===== src/sv/tshap_pkg.sv =====
// Shared widths, flag masks, parse phase type and helper functions
// for the transport stream header / adaptation field parser. No dependencies.
`timescale 1ns / 1ps
`default_nettype none

package tshap_pkg;

    localparam int DATA_W  = 8;
    localparam int PID_W   = 13;
    localparam int CLOCK_W = 42;
    localparam int SHIFT_W = 48;

    localparam logic [7:0] SYNC_BYTE     = 8'h47;
    localparam logic [7:0] LAST_BYTE_POS = 8'd187;
    localparam logic [7:0] HDR_LAST_POS  = 8'd3;
    localparam logic [7:0] CLOCK_BYTES   = 8'd6;

    // Optional-field flags, bits [4:0] of the adaptation flags byte
    localparam logic [4:0] PCR_FLAG    = 5'b10000;
    localparam logic [4:0] OPCR_FLAG   = 5'b01000;
    localparam logic [4:0] SPLICE_FLAG = 5'b00100;
    localparam logic [4:0] PRIV_FLAG   = 5'b00010;
    localparam logic [4:0] EXT_FLAG    = 5'b00001;

    // Fields still open after a given field is done
    localparam logic [4:0] AFTER_FLAGS  = 5'b11111;
    localparam logic [4:0] AFTER_PCR    = 5'b01111;
    localparam logic [4:0] AFTER_OPCR   = 5'b00111;
    localparam logic [4:0] AFTER_SPLICE = 5'b00011;
    localparam logic [4:0] AFTER_PRIV   = 5'b00001;

    localparam logic [7:0] CLOCK_COST = 8'd6;
    localparam logic [7:0] BYTE_COST  = 8'd1;

    typedef enum logic [12:0] {
        PH_IDLE     = 13'b0000000000001,
        PH_HDR      = 13'b0000000000010,
        PH_AFLEN    = 13'b0000000000100,
        PH_FLAGS    = 13'b0000000001000,
        PH_PCR      = 13'b0000000010000,
        PH_OPCR     = 13'b0000000100000,
        PH_SPLICE   = 13'b0000001000000,
        PH_PRIVLEN  = 13'b0000010000000,
        PH_PRIVSKIP = 13'b0000100000000,
        PH_EXTLEN   = 13'b0001000000000,
        PH_EXTSKIP  = 13'b0010000000000,
        PH_STUFF    = 13'b0100000000000,
        PH_DONE     = 13'b1000000000000
    } phase_t;

    typedef struct packed {
        logic               found;
        phase_t             phase;
        logic [7:0]         cost;
    } advance_t;

    typedef struct packed {
        logic               sync_error;
        logic [2:0]         header_flags;
        logic [PID_W-1:0]   packet_id;
        logic [1:0]         scrambling;
        logic [1:0]         field_control;
        logic [3:0]         continuity;
        logic [7:0]         af_length;
        logic [7:0]         af_flags;
        logic [CLOCK_W-1:0] pcr_value;
        logic [CLOCK_W-1:0] opcr_value;
        logic [7:0]         splice_countdown;
        logic [7:0]         stuffing_count;
    } result_t;

    // First pending optional field in stream order
    function automatic advance_t next_field(logic [4:0] pending);
        advance_t a;
        a = '{found: 1'b1, phase: PH_STUFF, cost: 8'd0};
        priority if ((pending & PCR_FLAG) != 5'd0)
        begin
            a.phase = PH_PCR;
            a.cost  = CLOCK_COST;
        end
        else if ((pending & OPCR_FLAG) != 5'd0)
        begin
            a.phase = PH_OPCR;
            a.cost  = CLOCK_COST;
        end
        else if ((pending & SPLICE_FLAG) != 5'd0)
        begin
            a.phase = PH_SPLICE;
            a.cost  = BYTE_COST;
        end
        else if ((pending & PRIV_FLAG) != 5'd0)
        begin
            a.phase = PH_PRIVLEN;
            a.cost  = BYTE_COST;
        end
        else if ((pending & EXT_FLAG) != 5'd0)
        begin
            a.phase = PH_EXTLEN;
            a.cost  = BYTE_COST;
        end
        else
        begin
            a.found = 1'b0;
        end
        return a;
    endfunction

    function automatic logic [7:0] sat_add8(logic [7:0] a, logic [7:0] b);
        logic [8:0] s;
        s = {1'b0, a} + {1'b0, b};
        return s[8] ? 8'hFF : s[7:0];
    endfunction

    // 33-bit base * 300 + 9-bit extension; 300 = 256 + 32 + 8 + 4
    function automatic logic [CLOCK_W-1:0] clock_value(logic [SHIFT_W-1:0] sh);
        logic [CLOCK_W-1:0] base;
        logic [CLOCK_W-1:0] ext;
        base = CLOCK_W'(sh[47:15]);
        ext  = CLOCK_W'(sh[8:0]);
        return (base << 8) + (base << 5) + (base << 3) + (base << 2) + ext;
    endfunction

endpackage

`default_nettype wire


===== src/sv/tshap_if.sv =====
// Valid/ready channel interfaces for packet bytes and parse results.
// Depends on tshap_pkg for field widths.
`timescale 1ns / 1ps
`default_nettype none

interface tshap_byte_if;
    logic                        valid;
    logic                        ready;
    logic [tshap_pkg::DATA_W-1:0] data_byte;
    logic                        packet_start;

    modport source (output valid, output data_byte, output packet_start, input ready);
    modport sink   (input valid, input data_byte, input packet_start, output ready);
endinterface

interface tshap_result_if;
    logic                          valid;
    logic                          ready;
    logic                          sync_error;
    logic [2:0]                    header_flags;
    logic [tshap_pkg::PID_W-1:0]   packet_id;
    logic [1:0]                    scrambling;
    logic [1:0]                    field_control;
    logic [3:0]                    continuity;
    logic [7:0]                    af_length;
    logic [7:0]                    af_flags;
    logic [tshap_pkg::CLOCK_W-1:0] pcr_value;
    logic [tshap_pkg::CLOCK_W-1:0] opcr_value;
    logic [7:0]                    splice_countdown;
    logic [7:0]                    stuffing_count;

    modport source (output valid, output sync_error, output header_flags, output packet_id,
                    output scrambling, output field_control, output continuity,
                    output af_length, output af_flags, output pcr_value, output opcr_value,
                    output splice_countdown, output stuffing_count, input ready);
    modport sink   (input valid, input sync_error, input header_flags, input packet_id,
                    input scrambling, input field_control, input continuity,
                    input af_length, input af_flags, input pcr_value, input opcr_value,
                    input splice_countdown, input stuffing_count, output ready);
endinterface

`default_nettype wire


===== src/sv/ts_header_adaptation_parser.sv =====
// Transport stream packet header and adaptation field parser, top level.
// Depends on tshap_pkg and the channel interfaces in tshap_if.sv.
//
// Channel     Role    Payload
// byte_ch     sink    data_byte[7:0], packet_start
// result_ch   source  sync_error, header fields, adaptation fields, PCR/OPCR, stuffing
//
// One byte per cycle while ready is high. Parse state advances in the cycle a byte is taken;
// the result lands in the output register at the edge that takes the last byte it needs.
// PCR/OPCR are formed by a shift-add (x300) between the shift register and the result.
// byte_ch.ready drops only while a result sits in the output register and is not taken.
// rst_n (async) returns the parser to idle with the output register empty.
`timescale 1ns / 1ps
`default_nettype none

module ts_header_adaptation_parser (
    input  wire               clk,
    input  wire               rst_n,
    tshap_byte_if.sink        byte_ch,
    tshap_result_if.source    result_ch
);

    tshap_pkg::phase_t phase_reg, phase_next;
    logic [7:0]  pos_reg, pos_next;
    logic [23:0] hdr_reg, hdr_next;
    logic [7:0]  af_left_reg, af_left_next;
    logic [7:0]  flags_reg, flags_next;
    logic [tshap_pkg::SHIFT_W-1:0] shift_reg, shift_next;
    logic [tshap_pkg::CLOCK_W-1:0] pcr_reg, pcr_next;
    logic [tshap_pkg::CLOCK_W-1:0] opcr_reg, opcr_next;
    logic [7:0]  splice_reg, splice_next;
    logic [7:0]  skip_reg, skip_next;
    logic [7:0]  used_reg, used_next;
    logic [7:0]  af_len_reg, af_len_next;

    logic                res_valid_reg, res_valid_next;
    tshap_pkg::result_t  res_reg, res_next;

    logic        accept;
    logic        emit;
    logic        sync_bad;
    logic        af_check;
    logic        do_adv;
    logic [4:0]  adv_mask;
    logic [7:0]  used_mid;
    logic [7:0]  pos_inc;
    logic [7:0]  left_dec;
    logic [7:0]  skip_inc;
    logic [7:0]  skip_dec;
    logic [23:0] hdr_sh;
    logic [tshap_pkg::SHIFT_W-1:0] shift_sh;
    tshap_pkg::advance_t adv;

    assign byte_ch.ready = !res_valid_reg || result_ch.ready;
    assign accept        = byte_ch.valid && byte_ch.ready;

    always_comb
    begin
        phase_next   = phase_reg;
        pos_next     = pos_reg;
        hdr_next     = hdr_reg;
        af_left_next = af_left_reg;
        flags_next   = flags_reg;
        shift_next   = shift_reg;
        pcr_next     = pcr_reg;
        opcr_next    = opcr_reg;
        splice_next  = splice_reg;
        skip_next    = skip_reg;
        af_len_next  = af_len_reg;
        used_mid     = used_reg;
        emit         = 1'b0;
        sync_bad     = 1'b0;
        af_check     = 1'b0;
        do_adv       = 1'b0;
        adv_mask     = 5'd0;

        pos_inc  = (pos_reg != 8'hFF) ? pos_reg + 8'd1 : pos_reg;
        left_dec = (af_left_reg != 8'd0) ? af_left_reg - 8'd1 : af_left_reg;
        skip_inc = skip_reg + 8'd1;
        skip_dec = (skip_reg != 8'd0) ? skip_reg - 8'd1 : skip_reg;
        hdr_sh   = {hdr_reg[15:0], byte_ch.data_byte};
        shift_sh = {shift_reg[39:0], byte_ch.data_byte};

        if (accept)
        begin
            if (byte_ch.packet_start)
            begin
                pos_next     = 8'd0;
                af_left_next = 8'd0;
                flags_next   = 8'd0;
                shift_next   = '0;
                pcr_next     = '0;
                opcr_next    = '0;
                splice_next  = 8'd0;
                skip_next    = 8'd0;
                used_mid     = 8'd0;
                af_len_next  = 8'd0;
                if (byte_ch.data_byte != tshap_pkg::SYNC_BYTE)
                begin
                    hdr_next   = 24'd0;
                    phase_next = tshap_pkg::PH_IDLE;
                    emit       = 1'b1;
                    sync_bad   = 1'b1;
                end
                else
                begin
                    hdr_next   = {16'd0, tshap_pkg::SYNC_BYTE};
                    phase_next = tshap_pkg::PH_HDR;
                end
            end
            else if (phase_reg != tshap_pkg::PH_IDLE && phase_reg != tshap_pkg::PH_DONE)
            begin
                pos_next = pos_inc;
                if (phase_reg == tshap_pkg::PH_HDR)
                begin
                    hdr_next = hdr_sh;
                    if (pos_inc >= tshap_pkg::HDR_LAST_POS)
                    begin
                        if (hdr_sh[5])
                        begin
                            phase_next = tshap_pkg::PH_AFLEN;
                        end
                        else
                        begin
                            emit = 1'b1;
                        end
                    end
                end
                else if (phase_reg == tshap_pkg::PH_AFLEN)
                begin
                    af_len_next  = byte_ch.data_byte;
                    af_left_next = byte_ch.data_byte;
                    if (byte_ch.data_byte == 8'd0)
                    begin
                        emit = 1'b1;
                    end
                    else
                    begin
                        phase_next = tshap_pkg::PH_FLAGS;
                    end
                end
                else
                begin
                    af_left_next = left_dec;
                    af_check     = 1'b1;
                    unique case (phase_reg)
                        tshap_pkg::PH_FLAGS:
                        begin
                            flags_next = byte_ch.data_byte;
                            used_mid   = 8'd1;
                            do_adv     = 1'b1;
                            adv_mask   = tshap_pkg::AFTER_FLAGS;
                        end
                        tshap_pkg::PH_PCR, tshap_pkg::PH_OPCR:
                        begin
                            shift_next = shift_sh;
                            skip_next  = skip_inc;
                            if (skip_inc >= tshap_pkg::CLOCK_BYTES)
                            begin
                                do_adv = 1'b1;
                                if (phase_reg == tshap_pkg::PH_PCR)
                                begin
                                    pcr_next = tshap_pkg::clock_value(shift_sh);
                                    adv_mask = tshap_pkg::AFTER_PCR;
                                end
                                else
                                begin
                                    opcr_next = tshap_pkg::clock_value(shift_sh);
                                    adv_mask  = tshap_pkg::AFTER_OPCR;
                                end
                            end
                        end
                        tshap_pkg::PH_SPLICE:
                        begin
                            splice_next = byte_ch.data_byte;
                            do_adv      = 1'b1;
                            adv_mask    = tshap_pkg::AFTER_SPLICE;
                        end
                        tshap_pkg::PH_PRIVLEN, tshap_pkg::PH_EXTLEN:
                        begin
                            used_mid = tshap_pkg::sat_add8(used_reg, byte_ch.data_byte);
                            if (byte_ch.data_byte == 8'd0)
                            begin
                                do_adv   = 1'b1;
                                adv_mask = (phase_reg == tshap_pkg::PH_PRIVLEN) ?
                                           tshap_pkg::AFTER_PRIV : 5'd0;
                            end
                            else
                            begin
                                skip_next  = byte_ch.data_byte;
                                phase_next = (phase_reg == tshap_pkg::PH_PRIVLEN) ?
                                             tshap_pkg::PH_PRIVSKIP : tshap_pkg::PH_EXTSKIP;
                            end
                        end
                        tshap_pkg::PH_PRIVSKIP, tshap_pkg::PH_EXTSKIP:
                        begin
                            skip_next = skip_dec;
                            if (skip_dec == 8'd0)
                            begin
                                do_adv   = 1'b1;
                                adv_mask = (phase_reg == tshap_pkg::PH_PRIVSKIP) ?
                                           tshap_pkg::AFTER_PRIV : 5'd0;
                            end
                        end
                        default:
                        begin
                            // stuffing: only the length and position counters move
                        end
                    endcase
                end
            end
        end

        adv = tshap_pkg::next_field(flags_next[4:0] & adv_mask);
        used_next = used_mid;
        if (do_adv)
        begin
            phase_next = adv.phase;
            if (adv.found)
            begin
                used_next  = tshap_pkg::sat_add8(used_mid, adv.cost);
                skip_next  = 8'd0;
                shift_next = '0;
            end
        end

        // field exhausted, or the packet ran out before it did
        if (af_check && (af_left_next == 8'd0 || pos_next >= tshap_pkg::LAST_BYTE_POS))
        begin
            emit = 1'b1;
        end
        if (emit && !sync_bad)
        begin
            phase_next = tshap_pkg::PH_DONE;
        end
    end

    always_comb
    begin
        res_next = '0;
        if (sync_bad)
        begin
            res_next.sync_error = 1'b1;
        end
        else
        begin
            res_next.header_flags     = hdr_next[23:21];
            res_next.packet_id        = hdr_next[20:8];
            res_next.scrambling       = hdr_next[7:6];
            res_next.field_control    = hdr_next[5:4];
            res_next.continuity       = hdr_next[3:0];
            res_next.af_length        = af_len_next;
            res_next.af_flags         = flags_next;
            res_next.pcr_value        = pcr_next;
            res_next.opcr_value       = opcr_next;
            res_next.splice_countdown = splice_next;
            res_next.stuffing_count   = (af_len_next > used_next) ?
                                        af_len_next - used_next : 8'd0;
        end
    end

    always_comb
    begin
        res_valid_next = res_valid_reg;
        if (accept && emit)
        begin
            res_valid_next = 1'b1;
        end
        else if (result_ch.ready)
        begin
            res_valid_next = 1'b0;
        end
    end

    always_ff @(posedge clk or negedge rst_n)
    begin
        if (!rst_n)
        begin
            phase_reg     <= tshap_pkg::PH_IDLE;
            pos_reg       <= 8'd0;
            hdr_reg       <= 24'd0;
            af_left_reg   <= 8'd0;
            flags_reg     <= 8'd0;
            shift_reg     <= '0;
            pcr_reg       <= '0;
            opcr_reg      <= '0;
            splice_reg    <= 8'd0;
            skip_reg      <= 8'd0;
            used_reg      <= 8'd0;
            af_len_reg    <= 8'd0;
            res_valid_reg <= 1'b0;
        end
        else
        begin
            phase_reg     <= phase_next;
            pos_reg       <= pos_next;
            hdr_reg       <= hdr_next;
            af_left_reg   <= af_left_next;
            flags_reg     <= flags_next;
            shift_reg     <= shift_next;
            pcr_reg       <= pcr_next;
            opcr_reg      <= opcr_next;
            splice_reg    <= splice_next;
            skip_reg      <= skip_next;
            used_reg      <= used_next;
            af_len_reg    <= af_len_next;
            res_valid_reg <= res_valid_next;
        end
    end

    always_ff @(posedge clk)
    begin
        if (accept && emit)
        begin
            res_reg <= res_next;
        end
    end

    assign result_ch.valid            = res_valid_reg;
    assign result_ch.sync_error       = res_reg.sync_error;
    assign result_ch.header_flags     = res_reg.header_flags;
    assign result_ch.packet_id        = res_reg.packet_id;
    assign result_ch.scrambling       = res_reg.scrambling;
    assign result_ch.field_control    = res_reg.field_control;
    assign result_ch.continuity       = res_reg.continuity;
    assign result_ch.af_length        = res_reg.af_length;
    assign result_ch.af_flags         = res_reg.af_flags;
    assign result_ch.pcr_value        = res_reg.pcr_value;
    assign result_ch.opcr_value       = res_reg.opcr_value;
    assign result_ch.splice_countdown = res_reg.splice_countdown;
    assign result_ch.stuffing_count   = res_reg.stuffing_count;

endmodule

`default_nettype wire


===== src/flat_wrapper.sv =====
// flat-port wrapper written by rule: the top's interface ports become plain ports
module ts_header_adaptation_parser_flat 
  (clk, rst_n, byte_ch_valid, byte_ch_data_byte, byte_ch_packet_start, byte_ch_ready, result_ch_valid, result_ch_sync_error, result_ch_header_flags, result_ch_packet_id, result_ch_scrambling, result_ch_field_control, result_ch_continuity, result_ch_af_length, result_ch_af_flags, result_ch_pcr_value, result_ch_opcr_value, result_ch_splice_countdown, result_ch_stuffing_count, result_ch_ready);
  tshap_byte_if byte_ch_i ();
  tshap_result_if result_ch_i ();
  input  wire clk;
  input  wire rst_n;
  input wire logic [$bits(byte_ch_i.valid)-1:0] byte_ch_valid;
  input wire logic [$bits(byte_ch_i.data_byte)-1:0] byte_ch_data_byte;
  input wire logic [$bits(byte_ch_i.packet_start)-1:0] byte_ch_packet_start;
  output wire logic [$bits(byte_ch_i.ready)-1:0] byte_ch_ready;
  output wire logic [$bits(result_ch_i.valid)-1:0] result_ch_valid;
  output wire logic [$bits(result_ch_i.sync_error)-1:0] result_ch_sync_error;
  output wire logic [$bits(result_ch_i.header_flags)-1:0] result_ch_header_flags;
  output wire logic [$bits(result_ch_i.packet_id)-1:0] result_ch_packet_id;
  output wire logic [$bits(result_ch_i.scrambling)-1:0] result_ch_scrambling;
  output wire logic [$bits(result_ch_i.field_control)-1:0] result_ch_field_control;
  output wire logic [$bits(result_ch_i.continuity)-1:0] result_ch_continuity;
  output wire logic [$bits(result_ch_i.af_length)-1:0] result_ch_af_length;
  output wire logic [$bits(result_ch_i.af_flags)-1:0] result_ch_af_flags;
  output wire logic [$bits(result_ch_i.pcr_value)-1:0] result_ch_pcr_value;
  output wire logic [$bits(result_ch_i.opcr_value)-1:0] result_ch_opcr_value;
  output wire logic [$bits(result_ch_i.splice_countdown)-1:0] result_ch_splice_countdown;
  output wire logic [$bits(result_ch_i.stuffing_count)-1:0] result_ch_stuffing_count;
  input wire logic [$bits(result_ch_i.ready)-1:0] result_ch_ready;
  assign byte_ch_i.valid = byte_ch_valid;
  assign byte_ch_i.data_byte = byte_ch_data_byte;
  assign byte_ch_i.packet_start = byte_ch_packet_start;
  assign byte_ch_ready = byte_ch_i.ready;
  assign result_ch_valid = result_ch_i.valid;
  assign result_ch_sync_error = result_ch_i.sync_error;
  assign result_ch_header_flags = result_ch_i.header_flags;
  assign result_ch_packet_id = result_ch_i.packet_id;
  assign result_ch_scrambling = result_ch_i.scrambling;
  assign result_ch_field_control = result_ch_i.field_control;
  assign result_ch_continuity = result_ch_i.continuity;
  assign result_ch_af_length = result_ch_i.af_length;
  assign result_ch_af_flags = result_ch_i.af_flags;
  assign result_ch_pcr_value = result_ch_i.pcr_value;
  assign result_ch_opcr_value = result_ch_i.opcr_value;
  assign result_ch_splice_countdown = result_ch_i.splice_countdown;
  assign result_ch_stuffing_count = result_ch_i.stuffing_count;
  assign result_ch_i.ready = result_ch_ready;
  ts_header_adaptation_parser u_core (.clk(clk), .rst_n(rst_n), .byte_ch(byte_ch_i), .result_ch(result_ch_i));
endmodule

===== config.mk =====
export PLATFORM = sky130hd
export DESIGN_NAME = ts_header_adaptation_parser_flat
export DESIGN_NICKNAME = d
export VERILOG_FILES = /design/src/sv/tshap_pkg.sv /design/src/sv/tshap_if.sv /design/src/sv/ts_header_adaptation_parser.sv /design/src/flat_wrapper.sv
export SDC_FILE = /design/constraint.sdc
export NUM_CORES = 1
export LEC_CHECK = 0
export ABC_AREA = 1
export BUFFER_PORTS_ARGS = -buffer_cell sky130_fd_sc_hd__buf_4
export CAP_MARGIN = 20
export CORE_MARGIN = 4
export CORE_UTILIZATION = 50
export CTS_BUF_LIST = sky130_fd_sc_hd__clkbuf_4 sky130_fd_sc_hd__clkbuf_8
export CTS_CLUSTER_SIZE = 10
export DETAILED_ROUTE_END_ITERATION = 7
export GPL_ROUTABILITY_DRIVEN = 0
export GPL_TIMING_DRIVEN = 0
export PLACE_DENSITY_LB_ADDON = 0.15
export SLEW_MARGIN = 10
export SYNTH_ARGS = -nofsm -noshare
export SYNTH_HDL_FRONTEND = slang
export SYNTH_SLANG_ARGS = --single-unit

===== constraint.sdc =====
create_clock -name clk -period 8.3 [get_ports clk]
set_clock_uncertainty 0.15 [all_clocks]
set_input_delay 1.66 -clock clk [delete_from_list [all_inputs] [get_ports clk]]
set_output_delay 1.66 -clock clk [all_outputs]
set_load 0.1 [all_outputs]

Yosys cells after proc, flatten, opt, wreduce, memory -nomap -nowiden:

Cells that the tools add are included.
Widths: inputs -> output; s select.

* register bits: 367
* output and inout bits: 143
* logic and storage cells: 223
* input bits: 13

* add/subtract/negate cells: 11
* eq/ne operators: 17
* reduce and logical (&&, ||, !) cells: 24
* order comparisons: 4
* bitwise operators: 2
* muxes and demuxes: 140

Operators by type and width (count)
* $mux 42: 16
* $mux 48: 8
* $mux 8: 45
* $mux 13: 12
* $mux 24: 4
* $mux 21: 4
* $add 41x38->42: 1
* $add 42x35->42: 1
* $add 42x36->42: 1
* $add 42x9->42: 1
* $mux 5: 8
* $mux 1: 34
* $pmux 5 s5: 1
* $logic_not 8->1: 3
* $pmux 8 s3: 1
* $mux 20: 1
* $add 8x8->9: 2
* $add 8x1->8 const B: 2
* $pmux 8 s2: 1
* $reduce_bool 8->1: 2
* $sub 8x1->8 const B: 2
* $eq 13x10->1 const B: 1
* $eq 13x11->1 const B: 1
* $eq 13x2->1 const B: 1
* 34 further kinds: 45

Longest topological paths before layout:

Gate-level depths: netlist (run 1).

* depth in word-level cells: 23
* gate-level depth with buffers: 40
* mapped depth without buffers: 40

Worst setup path after synthesis (run 1):

Ideal clock, no wire load.

* path type: input-to-reg
* from: input result_ch_ready
* to: register u_core.res_reg, in the netlist u_core.result_ch.stuffing_count[6], data pin
* path buffers: 1
* required time: 7.872 ns
* arrival time: 6.153 ns
* setup slack: 1.719 ns
* cell stages on the path: 30
* setup time: 0.278 ns
* cells stage by stage: inv_1 > nand2_2 > nand2_1 > nor2_1 > buf_2 > o21ai_0 > a21oi_1 > o21ai_1 > nand2_2 > a31oi_1 > ha_1 > fa_1 > nand2_1 > inv_1 > o21ai_0 > nor2_2 > nand3_1 > inv_1 > nand2_1 > inv_2 > nor2_2 > ha_1 > a21oi_1 > o21ai_0 > a221oi_1 > nor2_1 > nor2_1 > nor2_1 > o221ai_1 > nor3b_1

* word-level cells in the longest chain between the ends: 16
* elaborated cells between the ends (all ways): 27
* those cells by class: add/sub (2); order compare (1); mux (19); bitwise (2); reduce/logical (3)

RTL lines
* start, declared: RTL line flat_wrapper.sv:25 `input wire logic [$bits(result_ch_i.ready)-1:0] result_ch_ready;`
* $logic_or 1x1->1 (*): RTL line ts_header_adaptation_parser.sv:54 `assign byte_ch.ready = !res_valid_reg || result_ch.ready;`
* via byte_ch_ready: RTL line flat_wrapper.sv:11 `output wire logic [$bits(byte_ch_i.ready)-1:0] byte_ch_ready;`
* $logic_and 1x1->1 (*): RTL line ts_header_adaptation_parser.sv:55 `assign accept = byte_ch.valid && byte_ch.ready;`
* $mux 8 / $mux 5 (equally long branches): RTL line ts_header_adaptation_parser.sv:84 `if (accept)`
* $and 5x5->5: RTL line ts_header_adaptation_parser.sv:214 `adv = tshap_pkg::next_field(flags_next[4:0] & adv_mask);`
* $mux 20: RTL line tshap_pkg.sv:96 `else if ((pending & EXT_FLAG) != 5'd0)`
* $mux 21: RTL line tshap_pkg.sv:91 `else if ((pending & PRIV_FLAG) != 5'd0)`
* $mux 21: RTL line tshap_pkg.sv:86 `else if ((pending & SPLICE_FLAG) != 5'd0)`
* $mux 21: RTL line tshap_pkg.sv:81 `else if ((pending & OPCR_FLAG) != 5'd0)`
* $mux 21: RTL line tshap_pkg.sv:76 `priority if ((pending & PCR_FLAG) != 5'd0)`
* $add 8x8->9: RTL line tshap_pkg.sv:110 `s = {1'b0, a} + {1'b0, b};`
* $mux 8: RTL line tshap_pkg.sv:111 `return s[8] ? 8'hFF : s[7:0];`
* $mux 8: RTL line ts_header_adaptation_parser.sv:219 `if (adv.found)`
* $mux 8: RTL line ts_header_adaptation_parser.sv:216 `if (do_adv)`
* $gt 8x8->1: RTL line ts_header_adaptation_parser.sv:257 `res_next.stuffing_count = (af_len_next > used_next) ?`
* $not 1->1 (no line)
* $reduce_or 2->1 (no line)
* end signal, assigned: RTL line ts_header_adaptation_parser.sv:315 `res_reg <= res_next;`
* end, declared: RTL line ts_header_adaptation_parser.sv:37 `tshap_pkg::result_t res_reg, res_next;`

Mark *: on every way through the listed nets, which the timed path passes. The rest lies on a longest branch.
A chain may end at the register's enable or synchronous reset.

Worst setup path in the final report (run 1):

* from: input result_ch_ready
* to: register u_core.res_reg, in the netlist u_core.result_ch.stuffing_count[3], data pin

* word-level cells in the longest chain between the ends: 16
* elaborated cells between the ends (all ways): 27
* those cells by class: add/sub (2); order compare (1); mux (19); bitwise (2); reduce/logical (3)

RTL lines
* $logic_or 1x1->1 (*): RTL line ts_header_adaptation_parser.sv:54
* $logic_and 1x1->1 (*): RTL line ts_header_adaptation_parser.sv:55
* $mux 8 / $mux 5 (equally long branches): RTL line ts_header_adaptation_parser.sv:84
* $and 5x5->5: RTL line ts_header_adaptation_parser.sv:214
* $mux 20: RTL line tshap_pkg.sv:96
* $mux 21: RTL line tshap_pkg.sv:91
* $mux 21: RTL line tshap_pkg.sv:86
* $mux 21: RTL line tshap_pkg.sv:81
* $mux 21: RTL line tshap_pkg.sv:76
* $add 8x8->9: RTL line tshap_pkg.sv:110
* $mux 8: RTL line tshap_pkg.sv:111
* $mux 8: RTL line ts_header_adaptation_parser.sv:219
* $mux 8 (*): RTL line ts_header_adaptation_parser.sv:216
* via u_core.used_next[0]: RTL line ts_header_adaptation_parser.sv:33 `logic [7:0] used_reg, used_next;`
* $gt 8x8->1: RTL line ts_header_adaptation_parser.sv:257
* $not 1->1 (no line)
* $reduce_or 2->1 (no line)

Marked as above.

==> results.cfg, run 1 <==
[power_and_ir_drop]
swShare = 0.3726
power_switching_mw = 1.904
clockPowerShare = 0.327
power_frac_seq = 0.398
p_leak_nw = 12.20
power_per_cell_area_mw_per_mm2 = 204.8
peakVddDrop_mv = 0.1635
p_int_mw = 3.207
comb_power_share = 0.275
total_power_mw = 5.111

[clocking]
clkSlewWorstSetupHoldPaths_ps = 60
cts.sinks = 359
numCtsBuffers = 61
cts-resized-gates = 0
cts_tree = yes
cts_max_level = 2
clock_latency_ps = 670
ctsHoldBuffers = 0
cts_root_buf = clkbuf_8
cts_post_setup_buffers_inserted = 0
clockBufferDepth = 3

[logic_synthesis]
yosys.area.top_type = dfrtp_1
synth_seq_area_share = 0.4469
synth_area_per_cell_um2 = 8.952
ys_types = 69
synth_compound_area_frac = 0.1451
yosys_warnings = 0
ys_dominant_reg_cell = dfrtp_1
syn_inst = 2422
synth_xor_area_frac = 0.01737
synth_top_family_by_area = simple AND/OR/NAND/NOR gates
synth_edf_count = 141
synth_top_area_share = 0.2504
synthTopCellsByArea = dfrtp_1 25%, edfxtp_1 20%, nand2_1 7.8%, fa_1 6.3%, ha_1 6.1%
ys_seq_elements = 359
synthMuxAreaShare = 0.01200
synth_nets = 2608
yosys-top-cells-count = 449 x nand2_1, 307 x nor2_1, 258 x o21ai_0
yosys.area_share.simple = 0.1987
yosysMostFrequentCell = nand2_1
synthAdderAreaFrac = 0.1234
netlist_area_mm2 = 0.02168
async_reset_ff_frac = 0.6072

[timing]
timing.final.crit_period_ps = 7032
clock.fmax_ghz = 0.1422
finalWorstSetupSlack_ps = 1268
rsz0062_at_grt = false
setup_violations = 0
maxSlewViolCount = 0
relSlewSlack = 0.2532
finalHoldViolations = 0
worst_slew_pin_slew_ps = 1120
tns_ps = 0
finalCritPeriodShare = 0.8472

[setup_path]
reg2reg_slack_ps = 1920
startpoint = result_ch_ready
startpoint_type = input port
cp_common_cell = inv_1
cp-endpoint = u_core.result_ch.stuffing_count[3]$_SDFFCE_PP0P_
arrival_ps = 7260
cp_slowest_cell = clkbuf_1
cp-end-kind = register
regToRegEndpoint = u_core.result_ch.stuffing_count[3]$_SDFFCE_PP0P_
crit_fanout = 10
path_class = input port to register
crit_path_max_incr_delay_ps = 860
worstPathRequired_ps = 8530
r2r-start = u_core.skip_reg[0]$_DFF_PN0_
reg2reg_depth = 32

[place]
port_buffers = 155
dp_slack_ps = 681.5
place.detailed.hpwl_mm = 46.24

[min_path]
hp-class = register to register
min_path_cells = 2

[status]
status = complete, no violations

[routing]
routed_wl_mm = 60.79
avgRoutedWirePerCell_um = 18.53
viasPerCell = 5.627
drtIter0Drc = 1870
firstDrtPassIters = 5
ant_nets = 0
drc = 0
route.vias.total = 18460

[finish]
syn2layout_area_growth_pct = 15.10
final_nets = 2829
fillerInstances = 3859
n_antenna_cell = 0
drive_gt1_frac = 0.1432

[global_routing]
grt_pass1_wl_mm = 96.28
antenna_found_initial = 0
grt_util_all_layers = 0.2565
grt_pass1_vias = 17960
grt_max_degree = 105
grt-ovfl-total = 0

[floorplanning]
initial_core_util = 0.5045
die_h_um = 216.2
core_mm2 = 0.04298
row_count = 76
ios = 156
fp.dieW_um = 216.2
dieArea_mm2 = 0.04676

[job]
maxCapViolations = 0
[per-layer routing]
| metal | vias up | GRT usage | share of wire |
|---|---|---|---|
| li1 | 8755 | - | - |
| met1 | 8846 | 0.3701 | 0.45 |
| met2 | 740 | 0.3823 | 0.43 |
| met3 | 120 | 0.06310 | 0.085 |
| met4 | 0 | 0.08641 | 0.030 |
| met5 | - | 0 | 0 |
[power by group through the flow]
stage                     logic, mW  registers [mW]  clock network [mW]
final                          1.41            2.03                1.67
after global routing           1.51            2.05                1.79
after CTS                      1.40            2.03                1.71
after detailed placement       1.40            2.07                   0
after global placement         1.37            2.07                   0
after floorplan               0.601            2.51                   0
[worst max-delay path, delay by kind of cell]
| family | cells | cell delay, ps |
|---|---|---|
| AND/OR/NAND/NOR | 12 | 1420 |
| AO/OA/AOI/OAI | 6 | 1600 |
| buffers and inverters | 9 | 1570 |
| adder cells (fa/ha/maj) | 4 | 990 |
[cells by family (layout without fill, tap and decap cells)]
group,count (synthesis),in the layout
adder cells (fa/ha/maj),173,173
flip-flops,359,359
multiplexers,26,26
XOR/XNOR,43,43
AND/OR/NAND/NOR,985,985
AO/OA/AOI/OAI,542,542
buffers and inverters,294,568
[metrics by stage]
stage | std cells | hold slack (ps) | utilization | cell area (um^2)
after floorplan | 2422 | 309.0 | - | 21680
after global placement | 3162 | 326.3 | 0.5486 | 23580
after detailed placement | 3165 | 334.5 | 0.5509 | 23680
after CTS | 3281 | 349.1 | 0.5806 | 24960
after global routing | 3281 | 365.5 | 0.5806 | 24960
final | 3281 | 346.2 | 0.5806 | 24960
[cells in the final DEF, fill, tap and decap left out, drive strengths merged, types with 7 or more instances in the layout]
master  Yosys  routed
a211oi     32      32
a21o       13      13
a21oi     119     119
a22oi      10      10
a31oi      17      17
buf        30     188
clkbuf     45     137
clkinv      5      24
dfrtp     217     217
edfxtp    141     141
fa         68      68
ha        105     105
inv       214     216
mux2i      26      26
nand2     470     470
nand3     107     107
nand4      41      41
nor2      331     331
nor3       14      14
nor4        7       7
o211ai     29      29
o21ai     274     274
o221ai     15      15
o22ai      10      10
or2         7       7
xnor2      16      16
xor2       27      27
[how the worst min path moves through the flow]
stage | start | to | slack, ps
2_1_floorplan | u_core.opcr_reg[33]$_DFF_PN0_ | u_core.opcr_reg[33]$_DFF_PN0_ | 310
3_3_place_gp | u_core.pcr_reg[36]$_DFF_PN0_ | u_core.pcr_reg[36]$_DFF_PN0_ | 330
3_5_place_dp | u_core.hdr_reg[22]$_DFF_PN0_ | u_core.hdr_reg[22]$_DFF_PN0_ | 330
4_1_cts | u_core.hdr_reg[22]$_DFF_PN0_ | u_core.hdr_reg[22]$_DFF_PN0_ | 350
5_1_grt | u_core.hdr_reg[20]$_DFF_PN0_ | u_core.hdr_reg[20]$_DFF_PN0_ | 370
6_report | u_core.hdr_reg[22]$_DFF_PN0_ | u_core.hdr_reg[22]$_DFF_PN0_ | 350
[cell type report]
cell class              instances  area [um^2]  area share
flip-flops and latches        359         9691      0.3883
plain buffers                  75        384.1     0.01539
clock buffers                  92         1110     0.04447
multi-input cells            1769        10780      0.4318
inverters                     219        840.8     0.03369
well taps                     585        732.0     0.02933
clock inverters                24        170.2    0.006818
repair buffers                158         1254     0.05024
Power figures use the tool's default switching activity.
==> run 2: changes to the inputs <==
==> constraint.sdc (replaced) <==
create_clock -name clk -period 5.77 [get_ports clk]
set_clock_uncertainty 0.15 [all_clocks]
set_input_delay 1.154 -clock clk [delete_from_list [all_inputs] [get_ports clk]]
set_output_delay 1.154 -clock clk [all_outputs]
set_load 0.1 [all_outputs]
==> run 2 against run 1 <==
Against the previous run:
- cell count increased by 0.12%
- critical path type unchanged
- largest power group unchanged
- core utilization grew 0.50 points
- combinational power is 46% higher
- clock power grew 46%
- die area unchanged
- count of clock-buffer cells in the layout shrank 5
- flip-flop and latch count stayed put
- global-route usage rose by 0.087 points
- via count up 0.34%
- sequential share of layout area decreased by 0.32 points
==> results.cfg, run 2 (synthesis results as in run 1) <==
[setup_path]
r2r-start = u_core.skip_reg[0]$_DFF_PN0_
crit_path_max_incr_delay_ps = 430
arrival_ps = 5760
crit_fanout = 8
worstPathRequired_ps = 6030
startpoint_type = input port
reg2reg_depth = 32
cp_slowest_cell = fa_1
cp_common_cell = inv_1
startpoint = byte_ch_data_byte[5]
cp-end-kind = register
path_class = input port to register

[floorplanning]
fp.dieW_um = 216.2
ios = 156
initial_core_util = 0.5045
die_h_um = 216.2
core_mm2 = 0.04298
row_count = 76
dieArea_mm2 = 0.04676

[global_routing]
grt_util_all_layers = 0.2573
grt-ovfl-total = 0
grt_max_degree = 98
grt_pass1_vias = 17660
grt_pass1_wl_mm = 96.58
antenna_found_initial = 0

[finish]
final_common_cell = nand2_1
fillerInstances = 3842
syn2layout_area_growth_pct = 16.10
finalNonFillerCells = 3285
n_antenna_cell = 0
layout_common_cells = 446 x nand2_1, 304 x nor2_1, 256 x o21ai_0
fin_util = 0.5857
drive_gt1_frac = 0.1556
final_nets = 2835

[routing]
met2RoutedLength_mm = 26.12
drtIter0Drc = 1834
wl_met1_mm = 27.34
topRoutingLayerUsed = met4
route.vias.total = 18520
routed_wl_mm = 61.07
drc = 0
ant_nets = 0
firstDrtPassIters = 8
wl_met3_mm = 5.881
avgRoutedWirePerCell_um = 18.59
viasPerCell = 5.639

[timing]
worst_slew_pin_slew_ps = 896.4
setup_violations = 0
finalHoldViolations = 0
timing.final.crit_period_ps = 5506
clock.fmax_ghz = 0.1816
finalWorstSetupSlack_ps = 263.9
finalCritPeriodShare = 0.9543
hold_ws_ps = 245.1
relSlewSlack = 0.4024
maxSlewViolCount = 0

[power_and_ir_drop]
p_leak_nw = 12.27
peakVddDrop_mv = 0.3493
total_power_mw = 7.438
power_per_cell_area_mw_per_mm2 = 295.5

[place]
dp_slack_ps = -1040
dp.cells = 3165
port_buffers = 155
place.detailed.hpwl_mm = 46.18

[clocking]
cts_tree = yes
cts_max_level = 2
clockBufferDepth = 3
cts_root_buf = clkbuf_8
numCtsBuffers = 59
clkSlewWorstSetupHoldPaths_ps = 60
clock_latency_ps = 680
cts.sinks = 359
ctsHoldBuffers = 0

[status]
status = complete, no violations

[min_path]
hp-class = input port to async pin

[job]
maxCapViolations = 0
## run 2: cell count changes in the layout (fill, tap and decap cells not counted), sizes merged
| cell | delta |
|---|---|
| buf | +8 |
| clkbuf | -5 |
| clkinvlp | +3 |
| bufinv | +2 |
| inv | -2 |
| clkinv | -2 |
## run 2: final cells by class
| class | count | area [um^2] | share of cell area |
|---|---|---|---|
| buffer | 75 | 385.4 | 0.01531 |
| clock buffer | 87 | 1054 | 0.04185 |
| clock inverter | 25 | 250.2 | 0.009941 |
| inverter | 219 | 855.8 | 0.03400 |
| multi-input combinational | 1769 | 10890 | 0.4324 |
| sequential | 359 | 9693 | 0.3851 |
| tap | 585 | 732.0 | 0.02908 |
| timing repair buffer | 166 | 1318 | 0.05234 |
## run 2: routing by layer
metal,vias to the layer above,GRT usage
met5,-,0
li1,8748,-
met4,0,0.07809
met3,118,0.06576
met2,804,0.3761
met1,8853,0.3798
## run 2: timing repair
action | CTS | global route
setup buffers | 0 | 8
pin swaps | 0 | 8
gates resized for setup | 8 | 28
endpoints found under the setup margin | 8 | 8
## run 2: worst max-delay path: cells and delay by family
kind	cells	cell delay (ps)
buffers and inverters	6	500
adders and majority gates	4	1310
AOI/OAI and AO/OA	10	1850
and+or+nand+nor	9	920
## run 2: worst paths after layout
path,endpoint,slack (ps)
worst max-delay path,u_core.result_ch.stuffing_count[2]$_SDFFCE_PP0P_,260
min in group clk,u_core.hdr_reg[20]$_DFF_PN0_,350
max in group asynchronous,u_core.opcr_reg[32]$_DFF_PN0_,4350
worst min register to register,u_core.hdr_reg[20]$_DFF_PN0_,350
worst min-delay path,u_core.hdr_reg[21]$_DFF_PN0_,250
worst max register to register,u_core.result_ch.stuffing_count[2]$_SDFFCE_PP0P_,340
## run 2: through the flow
| step | setup TNS [ps] | cell area, um^2 |
|---|---|---|
| 2_1_floorplan | 0 | 21690 |
| 3_3_place_gp | -6797 | 23590 |
| 3_5_place_dp | -8169 | 23690 |
| 4_1_cts | 0 | 25020 |
| 5_1_grt | -272.9 | 25170 |
| 6_report | 0 | 25170 |
## run 2: power breakdown
part           internal (mW)  total, mW  switching [mW]
Sequential              2.83       2.93          0.0988
Combinational          0.477       2.06            1.59
Clock                   1.36       2.44            1.08
